File: src/hw/rtl/ddff_pkg.sv
package ddff_pkg;

    localparam int BIN_W = 16;
    localparam int CNT_W = 4;
    localparam int ELEM_COUNT = 4;

    localparam logic [1:0] CMD_NUMBER = 2'd0;
    localparam logic [1:0] CMD_CHARS  = 2'd1;
    localparam logic [1:0] CMD_RAW    = 2'd2;
    localparam logic [1:0] CMD_BLANK  = 2'd3;

    localparam logic [3:0] CODE_MINUS = 4'hA;
    localparam logic [3:0] CODE_E     = 4'hB;
    localparam logic [3:0] CODE_H     = 4'hC;
    localparam logic [3:0] CODE_L     = 4'hD;
    localparam logic [3:0] CODE_P     = 4'hE;
    localparam logic [3:0] CODE_BLANK = 4'hF;

    localparam logic [2:0] ADDR_BASE = 3'd1;

    typedef struct packed {
        logic [1:0]  cmd;
        logic [15:0] number;
        logic [2:0]  char_count;
        logic [7:0]  elem_a;
        logic [7:0]  elem_b;
        logic [7:0]  elem_c;
        logic [7:0]  elem_d;
    } in_word_t;

    typedef struct packed {
        logic [2:0] frame_address;
        logic [3:0] frame_data;
        logic       last_frame;
    } out_word_t;

    typedef struct packed {
        logic load;
        logic shift;
        logic emit;
    } ctrl_cmd_t;

    function automatic logic [3:0] char_to_code(input logic [7:0] c);
        logic [3:0] code;
        code = CODE_BLANK;
        if (c >= 8'h30 && c <= 8'h39)
        begin
            code = c[3:0];
        end
        else
        begin
            unique case (c)
                8'h2D:        code = CODE_MINUS;
                8'h45, 8'h65: code = CODE_E;
                8'h48, 8'h68: code = CODE_H;
                8'h4C, 8'h6C: code = CODE_L;
                8'h50, 8'h70: code = CODE_P;
                default:      code = CODE_BLANK;
            endcase
        end
        return code;
    endfunction

endpackage

File: src/hw/rtl/ddff_ctrl.sv
module ddff_ctrl #(
    parameter int NUM_DIGITS = 4
) (
    input  logic                                             clk,
    input  logic                                             rst_n,
    input  logic                                             in_valid,
    output logic                                             in_ready,
    input  logic                                             is_number,
    output logic                                             out_valid,
    input  logic                                             out_ready,
    output ddff_pkg::ctrl_cmd_t                              cmd,
    output logic [((NUM_DIGITS > 1) ? $clog2(NUM_DIGITS) : 1)-1:0] frame_idx
);

    localparam int IW = (NUM_DIGITS > 1) ? $clog2(NUM_DIGITS) : 1;

    localparam logic [1:0] ST_IDLE = 2'd0;
    localparam logic [1:0] ST_CONV = 2'd1;
    localparam logic [1:0] ST_EMIT = 2'd2;

    logic [1:0]                    state_reg, state_next;
    logic [ddff_pkg::CNT_W-1:0]    cnt_reg, cnt_next;
    logic [IW-1:0]                 idx_reg, idx_next;
    logic                          out_valid_reg, out_valid_next;

    always_comb
    begin
        state_next     = state_reg;
        cnt_next       = cnt_reg;
        idx_next       = idx_reg;
        cmd            = '0;
        unique case (state_reg)
            ST_IDLE:
            begin
                if (in_valid)
                begin
                    cmd.load   = 1'b1;
                    cnt_next   = '0;
                    idx_next   = '0;
                    state_next = is_number ? ST_CONV : ST_EMIT;
                end
            end
            ST_CONV:
            begin
                cmd.shift = 1'b1;
                cnt_next  = cnt_reg + 1'b1;
                if (cnt_reg == ddff_pkg::CNT_W'(ddff_pkg::BIN_W - 1))
                begin
                    state_next = ST_EMIT;
                end
            end
            ST_EMIT:
            begin
                if (!out_valid_reg || out_ready)
                begin
                    cmd.emit = 1'b1;
                    if (idx_reg == IW'(NUM_DIGITS - 1))
                    begin
                        state_next = ST_IDLE;
                    end
                    else
                    begin
                        idx_next = idx_reg + 1'b1;
                    end
                end
            end
            default:
            begin
                state_next = ST_IDLE;
            end
        endcase

        out_valid_next = out_valid_reg;
        if (cmd.emit)
        begin
            out_valid_next = 1'b1;
        end
        else if (out_ready)
        begin
            out_valid_next = 1'b0;
        end
    end

    always_ff @(posedge clk or negedge rst_n)
    begin
        if (!rst_n)
        begin
            state_reg     <= ST_IDLE;
            cnt_reg       <= '0;
            idx_reg       <= '0;
            out_valid_reg <= 1'b0;
        end
        else
        begin
            state_reg     <= state_next;
            cnt_reg       <= cnt_next;
            idx_reg       <= idx_next;
            out_valid_reg <= out_valid_next;
        end
    end

    assign in_ready  = (state_reg == ST_IDLE);
    assign out_valid = out_valid_reg;
    assign frame_idx = idx_reg;

endmodule

File: src/hw/rtl/ddff_datapath.sv
module ddff_datapath #(
    parameter int NUM_DIGITS = 4
) (
    input  logic                                             clk,
    input  ddff_pkg::in_word_t                               in_data,
    input  ddff_pkg::ctrl_cmd_t                              cmd,
    input  logic [((NUM_DIGITS > 1) ? $clog2(NUM_DIGITS) : 1)-1:0] frame_idx,
    output logic                                             is_number,
    output ddff_pkg::out_word_t                              out_data
);

    localparam int IW  = (NUM_DIGITS > 1) ? $clog2(NUM_DIGITS) : 1;
    localparam int DW  = 4 * NUM_DIGITS;
    localparam int LIM = (NUM_DIGITS < ddff_pkg::ELEM_COUNT) ? NUM_DIGITS
                                                             : ddff_pkg::ELEM_COUNT;

    logic [DW-1:0]                 digits_reg, digits_next;
    logic [ddff_pkg::BIN_W-1:0]    bin_reg, bin_next;
    logic                          num_mode_reg, num_mode_next;
    logic                          ovf_reg, ovf_next;
    logic                          seen_reg, seen_next;
    ddff_pkg::out_word_t           out_reg, out_next;

    logic [7:0]    elems [ddff_pkg::ELEM_COUNT];
    logic [2:0]    cnt_sat;
    logic [DW-1:0] load_codes;
    logic [DW-1:0] adj;
    logic [3:0]    top_digit;
    logic          is_last;
    logic          blank_lead;

    assign elems[0] = in_data.elem_a;
    assign elems[1] = in_data.elem_b;
    assign elems[2] = in_data.elem_c;
    assign elems[3] = in_data.elem_d;

    assign is_number = (in_data.cmd == ddff_pkg::CMD_NUMBER);
    assign cnt_sat   = (in_data.char_count > 3'(LIM)) ? 3'(LIM) : in_data.char_count;

    // Position zero is the leftmost digit and sits in the top nibble.
    always_comb
    begin
        int         e;
        logic [7:0] b;
        logic [3:0] code;
        for (int i = 0; i < NUM_DIGITS; i++)
        begin
            e    = i + int'(cnt_sat) - NUM_DIGITS;
            b    = elems[e[1:0]];
            code = ddff_pkg::CODE_BLANK;
            unique case (in_data.cmd)
                ddff_pkg::CMD_NUMBER: code = 4'h0;
                ddff_pkg::CMD_CHARS:  code = (e >= 0) ? ddff_pkg::char_to_code(b)
                                                      : ddff_pkg::CODE_BLANK;
                ddff_pkg::CMD_RAW:    code = (e >= 0) ? b[3:0] : ddff_pkg::CODE_BLANK;
                ddff_pkg::CMD_BLANK:  code = ddff_pkg::CODE_BLANK;
                default:              code = ddff_pkg::CODE_BLANK;
            endcase
            load_codes[DW-1-4*i -: 4] = code;
        end
    end

    always_comb
    begin
        for (int k = 0; k < NUM_DIGITS; k++)
        begin
            adj[4*k +: 4] = (digits_reg[4*k +: 4] >= 4'd5) ? digits_reg[4*k +: 4] + 4'd3
                                                           : digits_reg[4*k +: 4];
        end
    end

    assign top_digit  = digits_reg[DW-1 -: 4];
    assign is_last    = (frame_idx == IW'(NUM_DIGITS - 1));
    assign blank_lead = num_mode_reg && !ovf_reg && !seen_reg && (top_digit == 4'h0)
                        && !is_last;

    always_comb
    begin
        digits_next   = digits_reg;
        bin_next      = bin_reg;
        num_mode_next = num_mode_reg;
        ovf_next      = ovf_reg;
        seen_next     = seen_reg;
        out_next      = out_reg;
        if (cmd.load)
        begin
            digits_next   = load_codes;
            bin_next      = in_data.number;
            num_mode_next = is_number;
            ovf_next      = 1'b0;
            seen_next     = 1'b0;
        end
        else if (cmd.shift)
        begin
            // A bit leaving the top digit means the value exceeds the display width.
            digits_next = {adj[DW-2:0], bin_reg[ddff_pkg::BIN_W-1]};
            bin_next    = bin_reg << 1;
            ovf_next    = ovf_reg | adj[DW-1];
        end
        else if (cmd.emit)
        begin
            out_next.frame_address = 3'(frame_idx) + ddff_pkg::ADDR_BASE;
            out_next.frame_data    = blank_lead ? ddff_pkg::CODE_BLANK : top_digit;
            out_next.last_frame    = is_last;
            seen_next              = seen_reg | (top_digit != 4'h0);
            digits_next            = digits_reg << 4;
        end
    end

    always_ff @(posedge clk)
    begin
        digits_reg   <= digits_next;
        bin_reg      <= bin_next;
        num_mode_reg <= num_mode_next;
        ovf_reg      <= ovf_next;
        seen_reg     <= seen_next;
        out_reg      <= out_next;
    end

    assign out_data = out_reg;

endmodule

File: src/hw/rtl/display_digit_frame_formatter.sv
// Number requests are accepted and then converted by shift-add-3, one input bit per cycle.
// The frames follow the conversion, one frame per cycle while the sink is ready.
// A number request passes through accept, conversion and emission of NUM_DIGITS frames;
// the other commands skip the conversion. A new request is taken only once idle again.
// rst_n is asynchronous and active low; it idles the controller and empties the output.
module display_digit_frame_formatter #(
    parameter int NUM_DIGITS = 4
) (
    input  logic                clk,
    input  logic                rst_n,
    input  logic                in_valid,
    output logic                in_ready,
    input  ddff_pkg::in_word_t  in_data,
    output logic                out_valid,
    input  logic                out_ready,
    output ddff_pkg::out_word_t out_data
);

    localparam int IW = (NUM_DIGITS > 1) ? $clog2(NUM_DIGITS) : 1;

    ddff_pkg::ctrl_cmd_t cmd;
    logic [IW-1:0]       frame_idx;
    logic                is_number;

    ddff_ctrl #(
        .NUM_DIGITS(NUM_DIGITS)
    ) u_ctrl (
        .clk       (clk),
        .rst_n     (rst_n),
        .in_valid  (in_valid),
        .in_ready  (in_ready),
        .is_number (is_number),
        .out_valid (out_valid),
        .out_ready (out_ready),
        .cmd       (cmd),
        .frame_idx (frame_idx)
    );

    ddff_datapath #(
        .NUM_DIGITS(NUM_DIGITS)
    ) u_datapath (
        .clk       (clk),
        .in_data   (in_data),
        .cmd       (cmd),
        .frame_idx (frame_idx),
        .is_number (is_number),
        .out_data  (out_data)
    );

endmodule

File: config.mk
export PLATFORM = sky130hd
export DESIGN_NAME = display_digit_frame_formatter
export DESIGN_NICKNAME = d
export VERILOG_FILES = /design/src/hw/rtl/ddff_pkg.sv /design/src/hw/rtl/ddff_ctrl.sv /design/src/hw/rtl/ddff_datapath.sv /design/src/hw/rtl/display_digit_frame_formatter.sv
export SDC_FILE = /design/constraint.sdc
export NUM_CORES = 1
export LEC_CHECK = 0
export BUFFER_PORTS_ARGS = -buffer_cell sky130_fd_sc_hd__clkbuf_2
export CORE_MARGIN = 5
export CORE_UTILIZATION = 45
export DETAILED_ROUTE_END_ITERATION = 12
export GPL_ROUTABILITY_DRIVEN = 0
export PLACE_DENSITY = 0.67
export SYNTH_ARGS = -nofsm -noshare
export SYNTH_HDL_FRONTEND = slang
export SYNTH_SLANG_ARGS = --single-unit
File: constraint.sdc
create_clock -name clk -period 6.8 [get_ports clk]
set_input_delay 1.02 -clock clk [delete_from_list [all_inputs] [get_ports clk]]
set_output_delay 1.02 -clock clk [all_outputs]
set_load 0.005 [all_outputs]
==> out/qor.csv <==
metric;value;unit
grt_pass1_vias;3829;
power.clock.fraction;14.4;%
h-tree-depth;2;
drv.max_cap_violation_count;0;
nets;607;
power.static_leakage;1.96;nW
slew-limit-headroom;35.0;%
synthesis.instances;487;
worst-path-buf-inv;2;
power.net_switching;0.579;mW
critical_path.cell_chain;clkbuf_2, nor2b_4, inv_6, ha_1, mux4_2, or3b_1, nor2_1, nor3b_1, a311oi_1, o311ai_1;
wl_per_cell;16.0;um
finalWirelength;10.7;mm
die_area;12000;um^2
hold_class;reg2reg;
crit_slowest_cell;sky130_fd_sc_hd__nor2b_4;
dp_hpwl;8.32;mm
synthToLayoutAreaGrowth;10.5;%
power-per-cell-area;298;nW/um^2
path_clk_slew;0.09;ns
cell_int_power;0.889;mW
critical_path.endpoint_type;flip-flop;
ys_dominant_reg_cell;sky130_fd_sc_hd__edfxtp_1;
core;9730;um^2
yosys_warnings;0;
ys_async_sr_fraction;17.6;%
clock_insertion_delay_worst_skew;0.31;ns
vdd_ir_drop_max;0.117;mV
drt-initial-drc-count;273;
firstDrtPassIters;5;
cpLargestDelayFamily;simple AND/OR/NAND/NOR gates;
seq_area_frac_synth;32.9;%
die_height;110;um
worst-r2r-cell-count;10;
highest_fanout_seen_on_the_critical_path;22;
finalCritPeriodShare;59.9;%
depth_of_the_critical_timing_path_with_buffers_and_inverters_included;10;
power.total;1.47;mW
post-cts-setup-buffers;0;
layout_commonest_cell;sky130_fd_sc_hd__nand2_1;
crit_type;in2reg;
post_route_cells_drive_above_1_share;19.3;%
grt_start_max_net_pins;29;
min_period;4.07;ns
max_clock_freq;246;MHz
timing.clock.skew;0.0139;ns
clock_sink_count;51;
grt_util_all_layers;18.9;%
finalSetupViolCount;0;
avgSynthCellArea;9.15;um^2
power_switching_share;39.5;%
critical_path.max_stage_delay;0.66;ns
ctsHoldBuffers;0;
synth.lib_cells_used.distinct;72;
route.detailed.vias_per_inst;5.86;
synth_enable_flop_cells;40;
final.setup.tns;0;ns
fp.dieW;110;um
via_count;3937;
grt_antenna_before_repair;0;
comb_power_share;44.1;%
postSynthNetCount;556;
boundaryPins;67;
ant_nets;0;
cts.repair.resized;0;
share_seq_of_total_power;41.4;%
synth.ff_latch_count;51;
cts-root-to-sink-buffers;2;
cp.arrival;4.11;ns
status;complete, no violations;
final_cell_mix;88 x sky130_fd_sc_hd__nand2_1, 66 x sky130_fd_sc_hd__clkbuf_2, 45 x sky130_fd_sc_hd__nor2_1;
insertedDiodeCount;0;
initial_utilization;45.8;%
crit_path_start_kind;input port;
tritoncts;yes;
synth.cell_area;4460;um^2
final-hold-violation-count;0;
cp_data_required_time;6.84;ns
grt.overflow.total;0;
timing_worst_slew_pin_value;0.973;ns
rsz0062_at_grt;false;
min_delay_path_depth;2;
drt_drc_violations_left;0;
cts-buffers-inserted;5;
placement_rows;36;
report.final.slew_viol_count;0;
buffer_ports.inserted;66;
clock_tree.root_cell;sky130_fd_sc_hd__clkbuf_8;
wire_length_of_the_first_global_routing_pass;18.2;mm
==> final cells by class <==
| type | instances | area, um^2 |
|---|---|---|
| fill | 955 | 4810 |
| multi-input combinational | 390 | 2750 |
| sequential | 51 | 1470 |
| timing repair buffer | 67 | 338 |
| tap | 133 | 166 |
| inverter | 23 | 91.3 |
| clock buffer | 5 | 68.8 |
| clock inverter | 3 | 46.3 |
==> logic make-up (layout without fill, tap and decap cells) <==
kind of cell    count (synthesis)  count (layout)  share of synthesized area [%]
flops                          51              51                           32.9
mux                            31              31                           15.1
xor+xnor                       10              10                           1.97
fa+ha+maj                      12              12                           3.37
simple gates                  219             219                           24.4
buf+inv                        46              98                           5.45
compound gates                118             118                           16.8
==> through the flow <==
step / util, % / instance area [um^2] / std cells / setup slack (ns) / hold WS, ns
global route: 50.6 / 4920 / 672 / 2.49 / 0.508
floorplan: - / 4460 / 487 / 3.06 / 0.441
global placement: 49.4 / 4810 / 664 / 2.52 / 0.454
detailed placement: 49.4 / 4810 / 664 / 2.40 / 0.466
CTS: 50.6 / 4920 / 672 / 2.73 / 0.488
finish: 50.6 / 4920 / 672 / 2.73 / 0.483
==> tightest hold or removal path: stages, from the launching register on <==
cell and delay, ns:
sky130_fd_sc_hd__dfxtp_1 0.34, sky130_fd_sc_hd__nor2_1 0.05, sky130_fd_sc_hd__nor2_1 0.07
==> layer usage <==
layer | vias up | part of all wire [%] | track usage [%]
li1 | 1903 | - | -
met1 | 1848 | 43 | 25.4
met2 | 166 | 46 | 30.3
met3 | 20 | 7.4 | 2.70
met4 | 0 | 3.3 | 8.28
met5 | - | 0 | 0
==> cell usage after synthesis, types with 4 or more instances <==
cell type | instances | area [um^2]
sky130_fd_sc_hd__clkbuf_1 | 13 | 48.8
sky130_fd_sc_hd__dfrtp_1 | 9 | 225
sky130_fd_sc_hd__nor2b_1 | 16 | 100
sky130_fd_sc_hd__nor2_1 | 45 | 169
sky130_fd_sc_hd__nor3_1 | 6 | 30.0
sky130_fd_sc_hd__o21ai_0 | 37 | 185
sky130_fd_sc_hd__nor4b_1 | 5 | 43.8
sky130_fd_sc_hd__mux4_1 | 6 | 158
sky130_fd_sc_hd__buf_6 | 4 | 45.0
sky130_fd_sc_hd__o31ai_1 | 6 | 45.0
sky130_fd_sc_hd__nand3_1 | 8 | 40.0
sky130_fd_sc_hd__o211ai_1 | 4 | 30.0
sky130_fd_sc_hd__xnor2_1 | 7 | 61.3
sky130_fd_sc_hd__nand2b_1 | 17 | 106
sky130_fd_sc_hd__inv_1 | 21 | 78.8
sky130_fd_sc_hd__mux4_2 | 21 | 473
sky130_fd_sc_hd__and3_1 | 4 | 25.0
sky130_fd_sc_hd__edfxtp_1 | 40 | 1200
sky130_fd_sc_hd__a31oi_1 | 10 | 62.6
sky130_fd_sc_hd__a21oi_1 | 26 | 130
sky130_fd_sc_hd__ha_1 | 12 | 150
sky130_fd_sc_hd__nand2_1 | 88 | 330
sky130_fd_sc_hd__nor3b_1 | 8 | 60.1
==> worst paths after layout <==
path	startpoint	endpoint	slack (ns)
worst max-delay path	in_data[34]	u_datapath.digits_reg[8]$_DFFE_PP_	2.73
worst min-delay path	u_datapath.seen_reg$_SDFFE_PP0P_	u_datapath.seen_reg$_SDFFE_PP0P_	0.48
worst max register to register	u_ctrl.state_reg[0]$_DFFE_PN0P_	u_datapath.digits_reg[12]$_DFFE_PP_	3.08
worst min register to register	u_datapath.seen_reg$_SDFFE_PP0P_	u_datapath.seen_reg$_SDFFE_PP0P_	0.48
max in group asynchronous	rst_n	u_ctrl.frame_idx[0]$_DFFE_PN0P_	6.05
min in group asynchronous	rst_n	u_ctrl.cnt_reg[3]$_DFFE_PN0P_	0.55
==> power by group through the flow <==
stage / Sequential, mW / Clock, mW / Combinational [mW]
after CTS: 0.608 / 0.219 / 0.653
after detailed placement: 0.615 / 0 / 0.646
after floorplan: 0.592 / 0 / 0.484
final: 0.608 / 0.212 / 0.648
after global placement: 0.610 / 0 / 0.631
after global routing: 0.626 / 0.232 / 0.744
(Power assumes the default switching activity.)
